**src/mbc_pkg.sv**
```systemverilog
// ----------------------------------------------------------------------------
// Maze carver package
// Payload types, codes and controller/datapath interface structs shared by
// the maze carver modules.
// ----------------------------------------------------------------------------
package mbc_pkg;

	// Default geometry and stack size
	localparam int GridColsDef   = 80;
	localparam int GridRowsDef   = 21;
	localparam int StackDepthDef = 420;

	// Width of internal coordinate arithmetic; wide enough that a step
	// below zero wraps far outside any legal grid.
	localparam int CoordW = 9;

	// Distance of the carving border from the grid edge
	localparam int EdgeMargin = 3;

	typedef enum logic [1:0] {
		CMD_CLEAR = 2'd0,
		CMD_START = 2'd1,
		CMD_STEP  = 2'd2,
		CMD_READ  = 2'd3
	} cmd_code_t;

	typedef enum logic [2:0] {
		ST_ACK         = 3'd0,
		ST_ADVANCED    = 3'd1,
		ST_BACKTRACKED = 3'd2,
		ST_FINISHED    = 3'd3,
		ST_OVERFLOW    = 3'd4
	} status_t;

	// Which square the grid memory port addresses
	typedef enum logic [2:0] {
		A_TOP  = 3'd0,
		A_UP   = 3'd1,
		A_DOWN = 3'd2,
		A_MID  = 3'd3,
		A_FAR  = 3'd4,
		A_POS  = 3'd5
	} addr_sel_t;

	typedef struct packed {
		logic [1:0] command;
		logic [6:0] pos_x;
		logic [4:0] pos_y;
		logic [7:0] rand_value;
	} cmd_payload_t;

	typedef struct packed {
		logic [2:0] status;
		logic [6:0] top_x;
		logic [4:0] top_y;
		logic       square_open;
		logic [8:0] stack_depth;
	} rsp_payload_t;

	// Controller to datapath
	typedef struct packed {
		logic      cap;
		logic      grid_clear;
		logic      row_rd;
		logic      row_wr;
		addr_sel_t addr_sel;
		logic      chk_horiz;
		logic      chk_up;
		logic      chk_down;
		logic      choose;
		logic      stk_start;
		logic      stk_push;
		logic      stk_pop;
		logic      top_from_stk;
		logic      sq_load;
		logic      rsp_load;
		status_t   rsp_status;
	} dp_cmd_t;

	// Datapath to controller
	typedef struct packed {
		logic sp_zero;
		logic sp_one;
		logic sp_full;
		logic any_cand;
	} dp_stat_t;

endpackage

```
**src/mbc_ctrl.sv**
```systemverilog
// ----------------------------------------------------------------------------
// Maze carver controller
// Sequences each command over the single-port grid and stack memories.
// ----------------------------------------------------------------------------
module mbc_ctrl (
	input  logic               clk,
	input  logic               arst_n,
	input  logic               in_valid,
	input  logic [1:0]         in_command,
	output logic               in_ready,
	output logic               rsp_valid,
	input  logic               rsp_ready,
	output mbc_pkg::dp_cmd_t   ctl,
	input  mbc_pkg::dp_stat_t  stat
);

	typedef enum logic [16:0] {
		S_IDLE    = 17'h00001,
		S_CLEAR   = 17'h00002,
		S_START   = 17'h00004,
		S_SQ_RD   = 17'h00008,
		S_SQ_CHK  = 17'h00010,
		S_TOP_RD  = 17'h00020,
		S_TOP_WR  = 17'h00040,
		S_UP_RD   = 17'h00080,
		S_UP_CHK  = 17'h00100,
		S_DN_CHK  = 17'h00200,
		S_DECIDE  = 17'h00400,
		S_POP_LD  = 17'h00800,
		S_MID_RD  = 17'h01000,
		S_MID_WR  = 17'h02000,
		S_FAR_RD  = 17'h04000,
		S_FAR_WR  = 17'h08000,
		S_RESP    = 17'h10000
	} state_t;

	state_t            state_q, state_d;
	mbc_pkg::status_t  status_q, status_d;
	logic              rsp_valid_q;
	logic              slot_free;

	assign in_ready  = (state_q == S_IDLE);
	assign rsp_valid = rsp_valid_q;
	assign slot_free = !rsp_valid_q || rsp_ready;

	always_comb begin
		state_d  = state_q;
		status_d = status_q;
		ctl      = '0;
		case (state_q)
			S_IDLE: begin
				if (in_valid) begin
					ctl.cap  = 1'b1;
					status_d = mbc_pkg::ST_ACK;
					case (mbc_pkg::cmd_code_t'(in_command))
						mbc_pkg::CMD_CLEAR: state_d = S_CLEAR;
						mbc_pkg::CMD_START: state_d = S_START;
						mbc_pkg::CMD_STEP:  state_d = S_TOP_RD;
						mbc_pkg::CMD_READ:  state_d = S_SQ_RD;
						default:            state_d = S_CLEAR;
					endcase
				end
			end
			S_CLEAR: begin
				ctl.grid_clear = 1'b1;
				state_d        = S_RESP;
			end
			S_START: begin
				ctl.stk_start = 1'b1;
				state_d       = S_RESP;
			end
			S_SQ_RD: begin
				ctl.row_rd   = 1'b1;
				ctl.addr_sel = mbc_pkg::A_POS;
				state_d      = S_SQ_CHK;
			end
			S_SQ_CHK: begin
				ctl.sq_load  = 1'b1;
				ctl.addr_sel = mbc_pkg::A_POS;
				state_d      = S_RESP;
			end
			S_TOP_RD: begin
				if (stat.sp_zero) begin
					status_d = mbc_pkg::ST_FINISHED;
					state_d  = S_RESP;
				end else begin
					ctl.row_rd   = 1'b1;
					ctl.addr_sel = mbc_pkg::A_TOP;
					state_d      = S_TOP_WR;
				end
			end
			S_TOP_WR: begin
				ctl.row_wr    = 1'b1;
				ctl.addr_sel  = mbc_pkg::A_TOP;
				ctl.chk_horiz = 1'b1;
				state_d       = S_UP_RD;
			end
			S_UP_RD: begin
				ctl.row_rd   = 1'b1;
				ctl.addr_sel = mbc_pkg::A_UP;
				state_d      = S_UP_CHK;
			end
			S_UP_CHK: begin
				ctl.chk_up   = 1'b1;
				ctl.row_rd   = 1'b1;
				ctl.addr_sel = mbc_pkg::A_DOWN;
				state_d      = S_DN_CHK;
			end
			S_DN_CHK: begin
				ctl.chk_down = 1'b1;
				state_d      = S_DECIDE;
			end
			S_DECIDE: begin
				if (!stat.any_cand) begin
					ctl.stk_pop = 1'b1;
					if (stat.sp_one) begin
						status_d = mbc_pkg::ST_FINISHED;
						state_d  = S_RESP;
					end else begin
						status_d = mbc_pkg::ST_BACKTRACKED;
						state_d  = S_POP_LD;
					end
				end else if (stat.sp_full) begin
					status_d = mbc_pkg::ST_OVERFLOW;
					state_d  = S_RESP;
				end else begin
					ctl.choose = 1'b1;
					status_d   = mbc_pkg::ST_ADVANCED;
					state_d    = S_MID_RD;
				end
			end
			S_POP_LD: begin
				ctl.top_from_stk = 1'b1;
				state_d          = S_RESP;
			end
			S_MID_RD: begin
				ctl.row_rd   = 1'b1;
				ctl.addr_sel = mbc_pkg::A_MID;
				state_d      = S_MID_WR;
			end
			S_MID_WR: begin
				ctl.row_wr   = 1'b1;
				ctl.addr_sel = mbc_pkg::A_MID;
				state_d      = S_FAR_RD;
			end
			S_FAR_RD: begin
				ctl.row_rd   = 1'b1;
				ctl.addr_sel = mbc_pkg::A_FAR;
				state_d      = S_FAR_WR;
			end
			S_FAR_WR: begin
				ctl.row_wr   = 1'b1;
				ctl.addr_sel = mbc_pkg::A_FAR;
				ctl.stk_push = 1'b1;
				state_d      = S_RESP;
			end
			S_RESP: begin
				// hold until the output register is free
				if (slot_free) begin
					ctl.rsp_load   = 1'b1;
					ctl.rsp_status = status_q;
					state_d        = S_IDLE;
				end
			end
			default: state_d = S_IDLE;
		endcase
	end

	always_ff @(posedge clk or negedge arst_n) begin
		if (!arst_n) begin
			state_q     <= S_IDLE;
			status_q    <= mbc_pkg::ST_ACK;
			rsp_valid_q <= 1'b0;
		end else begin
			state_q  <= state_d;
			status_q <= status_d;
			if (ctl.rsp_load) begin
				rsp_valid_q <= 1'b1;
			end else if (rsp_ready) begin
				rsp_valid_q <= 1'b0;
			end
		end
	end

endmodule

```
**config.mk**
```make
export PLATFORM = sky130hd
export DESIGN_NAME = mbc_ctrl
export DESIGN_NICKNAME = d
export VERILOG_FILES = /design/src/mbc_pkg.sv /design/src/mbc_ctrl.sv
export SDC_FILE = /design/constraint.sdc
export NUM_CORES = 1
export LEC_CHECK = 0
export ABC_AREA = 1
export CORE_MARGIN = 1
export CORE_UTILIZATION = 45
export DETAILED_ROUTE_END_ITERATION = 8
export DONT_BUFFER_PORTS = 1
export RECOVER_POWER = 25
export SETUP_SLACK_MARGIN = 0.4
export SLEW_MARGIN = 10
export SYNTH_ARGS = -nofsm -noshare
export SYNTH_HDL_FRONTEND = slang
export SYNTH_SLANG_ARGS = --single-unit
```
**constraint.sdc**
```tcl
create_clock -name clk -period 3.1 [get_ports clk]
set_input_delay 0.155 -clock clk [delete_from_list [all_inputs] [get_ports clk]]
set_output_delay 0.155 -clock clk [all_outputs]
set_load 0.01 [all_outputs]
```
==> metrics.cfg <==
[clock_tree]
cts_sinks=21
root_buffer=clkbuf_4
cts_resized=0
htreeDepth=1
clkLatencyLatePin_ns=0.30
cts.clk_slew.worst_paths_ns=0.12
cts_tree=built
post_cts_buffers=0
holdBufCountCts=7
cts_buffers=3
cts_max_path_buffers=2

[yosys]
synth_nets=222
synth_edf_count=0
synth_ff_type=dfrtp_1
yosysTopAreaCellShare_pct=33.84
ys_types=25
syn_area_um2=1479
synth_area_leader_cell=dfrtp_1
ys_seq_area_share_pct=35.62
ys_ff_latch=21
synth_area_leaders=dfrtp_1 (34%), inv_1 (11%), nor2_1 (9.9%)
ys_async_sr_fraction_pct=100.0
synth_common_cells=inv_1 (42), nor2_1 (39), nand2_1 (34), nand3_1 (23), dfrtp_1 (20)
yosys_warnings=0
syn_inst=212
synth_area_per_cell_um2=6.976
yosysMostFrequentCell=inv_1

[global_routing]
antenna_found_initial=0
grt_pass1_vias=1248
grt_pass1_wl_um=5506
grt_util_all_layers_pct=21.28
overflow=0
grt_max_degree=22

[route]
drc=0
drt_wl_total_um=3215
drt-wirelength-per-cell_um=12.22
num_vias=1301
antenna_left=0
drt-initial-drc-count=58
viasPerCell=4.947
drtPass1Iterations=4

[job]
maxCapViolations=0

[final_layout]
areaGrowthSynthToFinish_pct=7.614
final_nets=230
antenna_cells=0
fill_cells=334
drive_above_1_share_pct=15.98

[timing]
setup_ws_ns=1.042
hold_viol=0
finalCritPeriodShare_pct=66.40
finalSetupViolCount=0
skew_ns=0.007032
rsz0062_at_grt=false
worstMarginPinSlew_ns=0.9676
setup-tns-final_ns=0
relSlewSlack_pct=35.28
slew_viol_final=0
fmax_mhz=485.8
layout_min_cycle_time_ns=2.058

[place]
hpwl_um=2508
place.gp.congestion=0.8367
pre_cts_slack_ns=1.376
port-buffer-count=0

[floorplan]
start_util_pct=48.05
die_h_um=59.33
fp-row-count=20
dieArea_um2=3519
die_width_um=59.33
num_io_pins=32
core_um2=3078

[setup_path]
crit_type=reg2out
arrival_ns=1.90
crit_fanout=13
cp-end-kind=output pin
max_stage_delay_ns=0.43
worstPathCellList=nor2_2, nand2_2, nor2_4, nand2_1, inv_2, nand3_1, nor2_1, nor2_1, nand2_1
required_ns=2.94
start_kind=flip-flop
worst_path_max_delay_cell=dfrtp_1

[hold_path]
hp-class=in2reg

[pwr]
p_leak_nw=0.9876
power.density_nw_per_um2=493.2
irDropWorstVdd_mv=0.3868

[run_status]
outcome=finished, final reports clean

[final cells by class]
type	count	area (µm²)	share of cell area, %
clock buffer	4	26.28	1.651
inverter	47	176.4	11.08
multi-input combinational	140	737.0	46.30
sequential	21	526.8	33.10
tap	44	55.05	3.459
timing repair buffer	7	70.07	4.403
[stage by stage]
stage                     utilization, %  hold slack, ns  total power (W)  cell area [µm²]  instances
after global routing               51.71        0.004634        0.0008546             1592        263
final                              51.71         0.01263        0.0007849             1592        263
after CTS                          51.71        0.001293        0.0007923             1592        263
after detailed placement           48.58         -0.1400        0.0006431             1495        252
after global placement             48.58         -0.1400        0.0006360             1495        252
after floorplan                        -         -0.1406        0.0006121             1479        212
[routing by layer]
| layer | track usage, % | part of all wire (%) | up-vias |
|---|---|---|---|
| met5 | 0 | 0 | - |
| met4 | 7.143 | 0.59 | 0 |
| met3 | 2.620 | 6.0 | 2 |
| met2 | 34.99 | 48 | 38 |
| met1 | 28.93 | 46 | 596 |
| li1 | - | - | 665 |
[registers in the layout (all words and copies together), names as in the netlist]
| signal | flops |
|---|---|
| rsp_valid | 1 |
| state_q | 17 |
| status_q | 3 |
[power by group]
| part | total (W) | internal [W] | switching (W) |
|---|---|---|---|
| registers | 0.000323 | 0.000302 | 0.0000208 |
| clock network | 0.000135 | 0.0000501 | 0.0000853 |
| logic | 0.000327 | 0.0000954 | 0.000231 |
[critical path, delay by kind of cell (launching register included)]
kind | cells | cell delay [ns]
DFF | 1 | 0.43
and+or+nand+nor | 8 | 1.10
buffers and inverters | 1 | 0.07
[worst paths after layout]
check                      slack (ns)     endpoint  depth (start not counted)           from
min in group asynchronous        0.44  state_q[15]                          1         arst_n
max reg2reg                      1.09  state_q[11]                          6    state_q[16]
max                              1.04      ctl[17]                          9    state_q[14]
max in group asynchronous        2.07  state_q[12]                          1         arst_n
min                              0.01   state_q[2]                          3  in_command[1]
min reg2reg                      0.49  status_q[1]                          2    status_q[1]
[kinds of logic (layout without fill, tap and decap cells)]
logic type / after synthesis / after routing / share of synthesized area, %
simple gates: 137 / 137 / 48.39
buf+inv: 51 / 58 / 14.55
flops: 21 / 21 / 35.62
compound gates: 3 / 3 / 1.438
[cells in the final DEF, fill, tap and decap left out, types with 3 or more instances in the layout]
| cell type | Yosys | layout |
|---|---|---|
| inv_1 | 42 | 42 |
| nand3b_1 | 3 | 3 |
| nor2_1 | 39 | 39 |
| nand2_2 | 5 | 5 |
| dfrtp_1 | 20 | 20 |
| nor2_2 | 7 | 7 |
| clkbuf_4 | 0 | 3 |
| dlygate4sd3_1 | 0 | 7 |
| nand2_1 | 34 | 34 |
| nand4_1 | 10 | 10 |
| inv_2 | 5 | 5 |
| nor2_4 | 3 | 3 |
| nand3_1 | 23 | 23 |
| nand3_2 | 6 | 6 |
Note: power is estimated with default switching activity, not from simulation.
